`config.mk`:
```
export PLATFORM = sky130hd
export DESIGN_NAME = shift_reduce_expression_recognizer
export DESIGN_NICKNAME = d
export VERILOG_FILES = /design/src/srer_pkg.sv /design/src/srer_front.sv /design/src/srer_back.sv /design/src/shift_reduce_expression_recognizer.sv
export SDC_FILE = /design/constraint.sdc
export NUM_CORES = 1
export LEC_CHECK = 0
export ABC_AREA = 0
export BUFFER_PORTS_ARGS = -buffer_cell sky130_fd_sc_hd__clkbuf_2
export CAP_MARGIN = 5
export CORE_MARGIN = 2
export CORE_UTILIZATION = 35
export DETAILED_ROUTE_END_ITERATION = 10
export HOLD_SLACK_MARGIN = 0.1
export PLACE_DENSITY_LB_ADDON = 0.1
export SLEW_MARGIN = 25
export SYNTH_ARGS = -nofsm -noshare
export SYNTH_HDL_FRONTEND = slang
export SYNTH_SLANG_ARGS = --single-unit
```
`constraint.sdc`:
```
create_clock -name clk_i -period 3.5 [get_ports clk_i]
set_clock_uncertainty 0.05 [all_clocks]
set_input_delay 0.175 -clock clk_i [delete_from_list [all_inputs] [get_ports clk_i]]
set_output_delay 0.175 -clock clk_i [all_outputs]
set_load 0.1 [all_outputs]
```
`src/srer_pkg.sv`:
```
// ----------------------------------------------------------------------------
// srer_pkg
// shared types and constants of the shift-reduce expression recognizer
// ----------------------------------------------------------------------------
package srer_pkg;

  // stack capacity and derived widths
  localparam int STACK_DEPTH = 64;
  localparam int DEPTH_W     = $clog2(STACK_DEPTH + 1);
  localparam int ADDR_W      = $clog2(STACK_DEPTH);
  localparam int MEM_WORDS   = 2 ** ADDR_W;

  // grammar symbol codes held on the stack
  typedef enum logic [2:0] {
    SYM_INERT = 3'd0,
    SYM_ID    = 3'd1,
    SYM_E     = 3'd2,
    SYM_PLUS  = 3'd3,
    SYM_STAR  = 3'd4,
    SYM_OPEN  = 3'd5,
    SYM_CLOSE = 3'd6
  } sym_e;

  // back-end sequencer states
  typedef enum logic [1:0] {
    ST_FETCH,
    ST_REDUCE,
    ST_FILL1,
    ST_FILL2
  } state_e;

  // classified word handed from front to back
  typedef struct packed {
    sym_e code;
    logic last;
  } item_t;

  // one result word
  typedef struct packed {
    logic       overflow;
    logic       accepted;
    logic       done_res;
    logic [1:0] reductions;
    logic [6:0] depth;
  } result_t;

endpackage

```
`src/srer_front.sv`:
```
// ----------------------------------------------------------------------------
// srer_front
// input classifier and two-entry queue toward the stack engine
// ----------------------------------------------------------------------------
module srer_front import srer_pkg::*; (
  input  logic       clk_i,
  input  logic       rst_ni,
  input  logic       in_valid_i,
  output logic       in_ready_o,
  input  logic [7:0] in_symbol_i,
  input  logic       in_last_i,
  output logic       q_valid_o,
  input  logic       q_ready_i,
  output item_t      q_item_o
);

  function automatic sym_e classify(input logic [7:0] ch);
    sym_e code;
    code = SYM_INERT;
    if ((ch >= 8'h41 && ch <= 8'h5A) || (ch >= 8'h61 && ch <= 8'h7A)) begin
      code = SYM_ID;
    end else begin
      case (ch)
        8'h2B:   code = SYM_PLUS;
        8'h2A:   code = SYM_STAR;
        8'h28:   code = SYM_OPEN;
        8'h29:   code = SYM_CLOSE;
        default: code = SYM_INERT;
      endcase
    end
    return code;
  endfunction

  item_t      slot_q [2];
  logic       wr_ptr_q, rd_ptr_q;
  logic [1:0] count_q;
  logic       push, pop;

  assign in_ready_o = (count_q != 2'd2);
  assign q_valid_o  = (count_q != 2'd0);
  assign q_item_o   = slot_q[rd_ptr_q];
  assign push       = in_valid_i && in_ready_o;
  assign pop        = q_valid_o && q_ready_i;

  always_ff @(posedge clk_i or negedge rst_ni) begin
    if (!rst_ni) begin
      wr_ptr_q <= 1'b0;
      rd_ptr_q <= 1'b0;
      count_q  <= 2'd0;
    end else begin
      if (push) wr_ptr_q <= ~wr_ptr_q;
      if (pop)  rd_ptr_q <= ~rd_ptr_q;
      case ({push, pop})
        2'b10:   count_q <= count_q + 2'd1;
        2'b01:   count_q <= count_q - 2'd1;
        default: count_q <= count_q;
      endcase
    end
  end

  always_ff @(posedge clk_i) begin
    if (push) begin
      slot_q[wr_ptr_q] <= '{code: classify(in_symbol_i), last: in_last_i};
    end
  end

endmodule

```
`src/srer_back.sv`:
```
// ----------------------------------------------------------------------------
// srer_back
// stack engine: shift, greedy reduction on a cached top window, verdict
// ----------------------------------------------------------------------------
module srer_back import srer_pkg::*; (
  input  logic    clk_i,
  input  logic    rst_ni,
  input  logic    q_valid_i,
  output logic    q_ready_o,
  input  item_t   q_item_i,
  output logic    res_valid_o,
  input  logic    res_ready_i,
  output result_t res_o
);

  state_e               state_q, state_d;
  logic [DEPTH_W-1:0]   depth_q, depth_d;
  logic                 ovf_q, ovf_d;
  logic [1:0]           cnt_q, cnt_d;
  logic                 last_q, last_d;
  sym_e                 t0_q, t1_q, t2_q, t0_d, t1_d, t2_d;

  // stack below the top three entries
  logic [2:0]           mem_q [MEM_WORDS];
  logic                 wr_en;
  logic [ADDR_W-1:0]    wr_addr, rd_addr;
  logic [2:0]           rd_data_q;

  logic full, red3, red1;
  logic [1:0] cnt_inc;

  assign full    = (depth_q == DEPTH_W'(STACK_DEPTH));
  assign red3    = (depth_q >= DEPTH_W'(3)) &&
                   ((t2_q == SYM_E && t0_q == SYM_E &&
                     (t1_q == SYM_PLUS || t1_q == SYM_STAR)) ||
                    (t2_q == SYM_OPEN && t1_q == SYM_E && t0_q == SYM_CLOSE));
  assign red1    = (depth_q != '0) && (t0_q == SYM_ID);
  assign cnt_inc = (cnt_q == 2'd3) ? cnt_q : cnt_q + 2'd1;

  always_comb begin
    state_d     = state_q;
    depth_d     = depth_q;
    ovf_d       = ovf_q;
    cnt_d       = cnt_q;
    last_d      = last_q;
    t0_d        = t0_q;
    t1_d        = t1_q;
    t2_d        = t2_q;
    wr_en       = 1'b0;
    wr_addr     = ADDR_W'(depth_q - DEPTH_W'(3));
    rd_addr     = ADDR_W'(depth_q - DEPTH_W'(4));
    q_ready_o   = 1'b0;
    res_valid_o = 1'b0;

    res_o.depth      = 7'(depth_q);
    res_o.reductions = cnt_q;
    res_o.done_res   = last_q;
    res_o.accepted   = last_q && !ovf_q && (depth_q == DEPTH_W'(1)) && (t0_q == SYM_E);
    res_o.overflow   = ovf_q;

    unique case (state_q)
      ST_FETCH: begin
        q_ready_o = 1'b1;
        if (q_valid_i) begin
          cnt_d   = 2'd0;
          last_d  = q_item_i.last;
          state_d = ST_REDUCE;
          if (full) begin
            ovf_d = 1'b1;
          end else begin
            // spill the deepest cached entry
            wr_en   = (depth_q >= DEPTH_W'(3));
            t2_d    = t1_q;
            t1_d    = t0_q;
            t0_d    = q_item_i.code;
            depth_d = depth_q + DEPTH_W'(1);
          end
        end
      end
      ST_REDUCE: begin
        if (red3) begin
          // fold three into one E, refill the window from memory
          t0_d    = SYM_E;
          depth_d = depth_q - DEPTH_W'(2);
          cnt_d   = cnt_inc;
          state_d = ST_FILL1;
        end else if (red1) begin
          t0_d  = SYM_E;
          cnt_d = cnt_inc;
        end else begin
          res_valid_o = 1'b1;
          if (res_ready_i) begin
            state_d = ST_FETCH;
            if (last_q) begin
              depth_d = '0;
              ovf_d   = 1'b0;
            end
          end
        end
      end
      ST_FILL1: begin
        t1_d    = sym_e'(rd_data_q);
        rd_addr = ADDR_W'(depth_q - DEPTH_W'(3));
        state_d = ST_FILL2;
      end
      ST_FILL2: begin
        t2_d    = sym_e'(rd_data_q);
        state_d = ST_REDUCE;
      end
      default: state_d = ST_FETCH;
    endcase
  end

  always_ff @(posedge clk_i or negedge rst_ni) begin
    if (!rst_ni) begin
      state_q <= ST_FETCH;
      depth_q <= '0;
      ovf_q   <= 1'b0;
      cnt_q   <= 2'd0;
      last_q  <= 1'b0;
    end else begin
      state_q <= state_d;
      depth_q <= depth_d;
      ovf_q   <= ovf_d;
      cnt_q   <= cnt_d;
      last_q  <= last_d;
    end
  end

  always_ff @(posedge clk_i) begin
    t0_q <= t0_d;
    t1_q <= t1_d;
    t2_q <= t2_d;
  end

  always_ff @(posedge clk_i) begin
    if (wr_en) mem_q[wr_addr] <= t2_q;
    rd_data_q <= mem_q[rd_addr];
  end

  a_push_grows: assert property (@(posedge clk_i) disable iff (!rst_ni)
    (state_q == ST_FETCH && q_valid_i && !full)
      |=> depth_q == DEPTH_W'($past(depth_q) + DEPTH_W'(1)))
    else $error("shift did not grow the stack");

  a_full_sets_ovf: assert property (@(posedge clk_i) disable iff (!rst_ni)
    (state_q == ST_FETCH && q_valid_i && full) |=> ovf_q)
    else $error("shift on full stack did not flag overflow");

  a_fold_shrinks: assert property (@(posedge clk_i) disable iff (!rst_ni)
    (state_q == ST_REDUCE && red3)
      |=> (depth_q == DEPTH_W'($past(depth_q) - DEPTH_W'(2)) && state_q == ST_FILL1))
    else $error("three-symbol fold lost track of depth");

  a_last_clears: assert property (@(posedge clk_i) disable iff (!rst_ni)
    (res_valid_o && res_ready_i && last_q) |=> (depth_q == '0 && !ovf_q))
    else $error("stack not cleared after last word");

endmodule

```
`src/shift_reduce_expression_recognizer.sv`:
```
// ----------------------------------------------------------------------------
// shift_reduce_expression_recognizer
// streaming recognizer for E -> E+E | E*E | (E) | id, one character per word
// ----------------------------------------------------------------------------
// Each input word carries one character; letters shift as id, + * ( ) as
// themselves, anything else as an inert symbol that blocks reduction. After
// every shift the stack top is reduced greedily and one result word comes
// out with the depth, the reduction count (saturating at 3), the sticky
// overflow flag and, on the word marked tlast, the accept verdict, after
// which the stack clears. In the stack engine every word passes through the
// fetch state and then the reduce state; an id reduction stays in the reduce
// state, while a three-symbol fold goes through the fill states FILL1 and
// FILL2 before reducing again. Folds take this longer path because the
// top-of-stack window is refilled through the stack memory's single
// registered read port. A two-entry queue in front and an output register
// behind let either side stall on its own.
module shift_reduce_expression_recognizer import srer_pkg::*; (
  input  logic        clk_i,
  input  logic        rst_ni,
  input  logic        s_axis_tvalid,
  output logic        s_axis_tready,
  input  logic [7:0]  s_axis_tdata,   // [7:0] symbol
  input  logic        s_axis_tlast,   // last
  output logic        m_axis_tvalid,
  input  logic        m_axis_tready,
  output logic [15:0] m_axis_tdata,   // [6:0] depth, [8:7] reductions,
                                      // [9] accepted, [10] overflow, rest zero
  output logic        m_axis_tlast    // done_res
);

  // front to back queue
  logic    q_valid, q_ready;
  item_t   q_item;

  // back to output register
  logic    res_valid, res_ready;
  result_t res;

  // output register
  logic    out_valid_q;
  result_t out_q;

  srer_front u_front (
    .clk_i       (clk_i),
    .rst_ni      (rst_ni),
    .in_valid_i  (s_axis_tvalid),
    .in_ready_o  (s_axis_tready),
    .in_symbol_i (s_axis_tdata),
    .in_last_i   (s_axis_tlast),
    .q_valid_o   (q_valid),
    .q_ready_i   (q_ready),
    .q_item_o    (q_item)
  );

  srer_back u_back (
    .clk_i       (clk_i),
    .rst_ni      (rst_ni),
    .q_valid_i   (q_valid),
    .q_ready_o   (q_ready),
    .q_item_i    (q_item),
    .res_valid_o (res_valid),
    .res_ready_i (res_ready),
    .res_o       (res)
  );

  // slot frees when empty or being drained this cycle
  assign res_ready = !out_valid_q || m_axis_tready;

  always_ff @(posedge clk_i or negedge rst_ni) begin
    if (!rst_ni) begin
      out_valid_q <= 1'b0;
    end else if (res_ready) begin
      out_valid_q <= res_valid;
    end
  end

  // payload needs no reset
  always_ff @(posedge clk_i) begin
    if (res_valid && res_ready) out_q <= res;
  end

  assign m_axis_tvalid = out_valid_q;
  assign m_axis_tlast  = out_q.done_res;
  assign m_axis_tdata  = {5'd0, out_q.overflow, out_q.accepted, out_q.reductions,
                          out_q.depth};

endmodule
```
==> qor.yml <==
power_frac_clock_pct: 20.2
grt_pass1_vias: 8648
synth_edf_count: 221
fin_crit_ps: 3260
synth_area_leaders: "edfxtp_1, mux2i_1, mux2_2"
multi_input_area_mm2: 0.00484
clk_path_buf_depth: 3
swShare_pct: 42.7
syn_area_mm2: 0.0125
fin_crit_sh_pct: 93.1
power_density_mw_per_mm2: 940
worstPathRequired_ps: 3900
design_area_mm2: 0.0142
io_pins: 32
grt_overflow: 0
cts_made_buffers: 28
synth_commonest_cells: "edfxtp_1, mux2i_1, nor2_1, nand2_1, mux2_2"
detailed_place.area_mm2: 0.0132
post_drt_wl_per_cell_um: 24.1
area_growth_pct: 13.1
cts_root_buffer: "clkbuf_16"
cap_violations: 0
hold_viol_final: 0
grt_pass1_wl_um: 55000
drc: 0
cts_tree: "yes"
dieArea_mm2: 0.0373
stdcell_count: 1495
combPwrFrac_pct: 47.7
p_leak_nw: 4.78
regArea_mm2: 0.00715
yosysTopAreaCellShare_pct: 53.0
hold_class: "input pin to async pin"
tightestPinTransition_ps: 960
synth-seq-cells: 242
cp_max_fo: 21
synth_cells: 960
vias_per_cell: 5.68
seq_power_share_pct: 32.1
seq_area_frac_synth_pct: 57.1
yosys.area.top_type: "edfxtp_1"
max_slew_margin_pct: 34.3
insertion_delay_ps: 550
diodes: 0
drive_gt1_share_pct: 19.5
wirelength_um: 36000
ff2ff_path_depth: 11
core_area_mm2: 0.0354
synthArstFlopShare_pct: 7.44
io_buffers: 26
startpoint_type: "register"
drtPass1Iterations: 5
grt_max_degree: 75
cts_htree_levels: 1
vdd_drop_max_mv: 0.556
tns_ps: 0
cp-end-kind: "register"
dp_slack_ps: 171
cts_sinks: 242
switchingPower_mw: 5.68
yosys_most_used_dff: "edfxtp_1"
initial_utilization_pct: 35.4
die_w_um: 193
synth.most_common_cell: "edfxtp_1"
synth_area_per_cell_um2: 13.0
fin_ws_ps: 241
timing.fmax_mhz: 307
gp_congestion: 0.762
drt_iter0_markers: 592
internal-power_mw: 7.63
ys_warn_count: 0
rows: 69
dp_hpwl_um: 23200
final_max_slew_viol_count: 0
dp_cells: 1430
clkTransAtPathRegs_ps: 60
grt_setup_unrepaired: "no"
antenna_found_initial: 0
setup_viol: 0
fin_nets: 1041
grt_usage_pct: 19.7
num_vias: 8486
run_status: "finished clean"
r2r_setup_slack_ps: 240
die_y_um: 193
total_power_mw: 13.3
fillCellCount: 3362
path_class: "register to register"
cp.arrival_ps: 3660
ant_nets: 0
ys_types: 78
## power by group through the flow
| stage | registers [mW] | logic (mW) | clock network (mW) |
|---|---|---|---|
| after CTS | 4.28 | 6.40 | 2.74 |
| after global routing | 4.33 | 6.85 | 2.87 |
| after floorplan | 4.82 | 3.92 | 0 |
| after detailed placement | 4.34 | 6.38 | 0 |
| after global placement | 4.34 | 6.39 | 0 |
| final | 4.28 | 6.35 | 2.69 |
## critical path, stage by stage, from the launching register on
cell       delay (ps)
dfrtp_4           540
inv_1             160
ha_1              330
nand2_2           250
buf_12            220
o22a_1            140
o2111ai_1         140
a2111oi_0         750
buf_4             230
nor4_1             80
buf_4             190
o31a_1             90
## final cells by class
cell class	instances	share of cell area, %
Sequential cell	242	50.5
Multi-Input combinational cell	636	34.2
Clock buffer	38	5.36
Timing Repair Buffer	94	5.16
Tap cell	461	4.07
Clock inverter	14	0.450
Inverter	10	0.265
## placed cells by master, fill, tap and decap left out, drive strengths merged, types with 23 or more instances in the layout
master	netlist	final
mux2	57	57
clkbuf	16	64
a21oi	25	25
mux2i	91	91
nor2	91	91
edfxtp	221	221
nand2	63	63
buf	60	56
nand3	23	23
o2111ai	23	23
a22oi	31	31
## logic make-up (layout without fill, tap and decap cells)
family	Yosys count	after routing	synth area share, %
fa+ha+maj	16	16	1.60
simple gates	234	234	8.76
xor+xnor	16	16	1.30
buf+inv	86	156	4.43
compound gates	209	209	12.8
other cells	1	5	0.0300
mux	156	156	14.0
flops	242	242	57.1
## repair_timing
action | CTS | global route
hold buffers | 13 | 0
endpoints found under the setup margin | 0 | 0
buffers inserted | 0 | 0
gates resized for setup | 0 | 0
endpoints found under the hold margin | 37 | 0
## stage by stage
stage | hold WS [ps] | utilization [%]
floorplan | -171 | -
global placement | 138 | 37.3
detailed placement | 135 | 37.3
CTS | 286 | 40.0
global route | 194 | 40.0
finish | 161 | 40.0
## layer usage
metal  track usage, %  share of wire [%]  up-vias
li1                 -                  -     3889
met3             2.10                4.4       49
met4             5.30                2.2        0
met1             27.1                 45     4309
met2             33.2                 48      239
met5                0                  0        -
## registers in the layout, summed over array words and instances (netlist names), 3 cells and up
signal / flops
u_back.t2_q: 3
u_back.t1_q: 3
u_back.depth_q: 7
u_back.t0_q: 3
u_back.mem_q: 192
u_front.slot_q: 8
m_axis_tdata: 11
u_back.rd_data_q: 3
## final timing paths
check | from | to
hold reg to reg | u_front.wr_ptr_q | u_front.wr_ptr_q
hold / removal | rst_ni | u_front.count_q[0]
max in group asynchronous | rst_ni | u_back.depth_q[0]
setup reg to reg | u_back.depth_q[0] | u_back.rd_data_q[1]
min in group clk_i | s_axis_tlast | u_front.slot_q[0][0]
setup / recovery | u_back.depth_q[0] | u_back.rd_data_q[1]
Power figures use the tool's default switching activity.
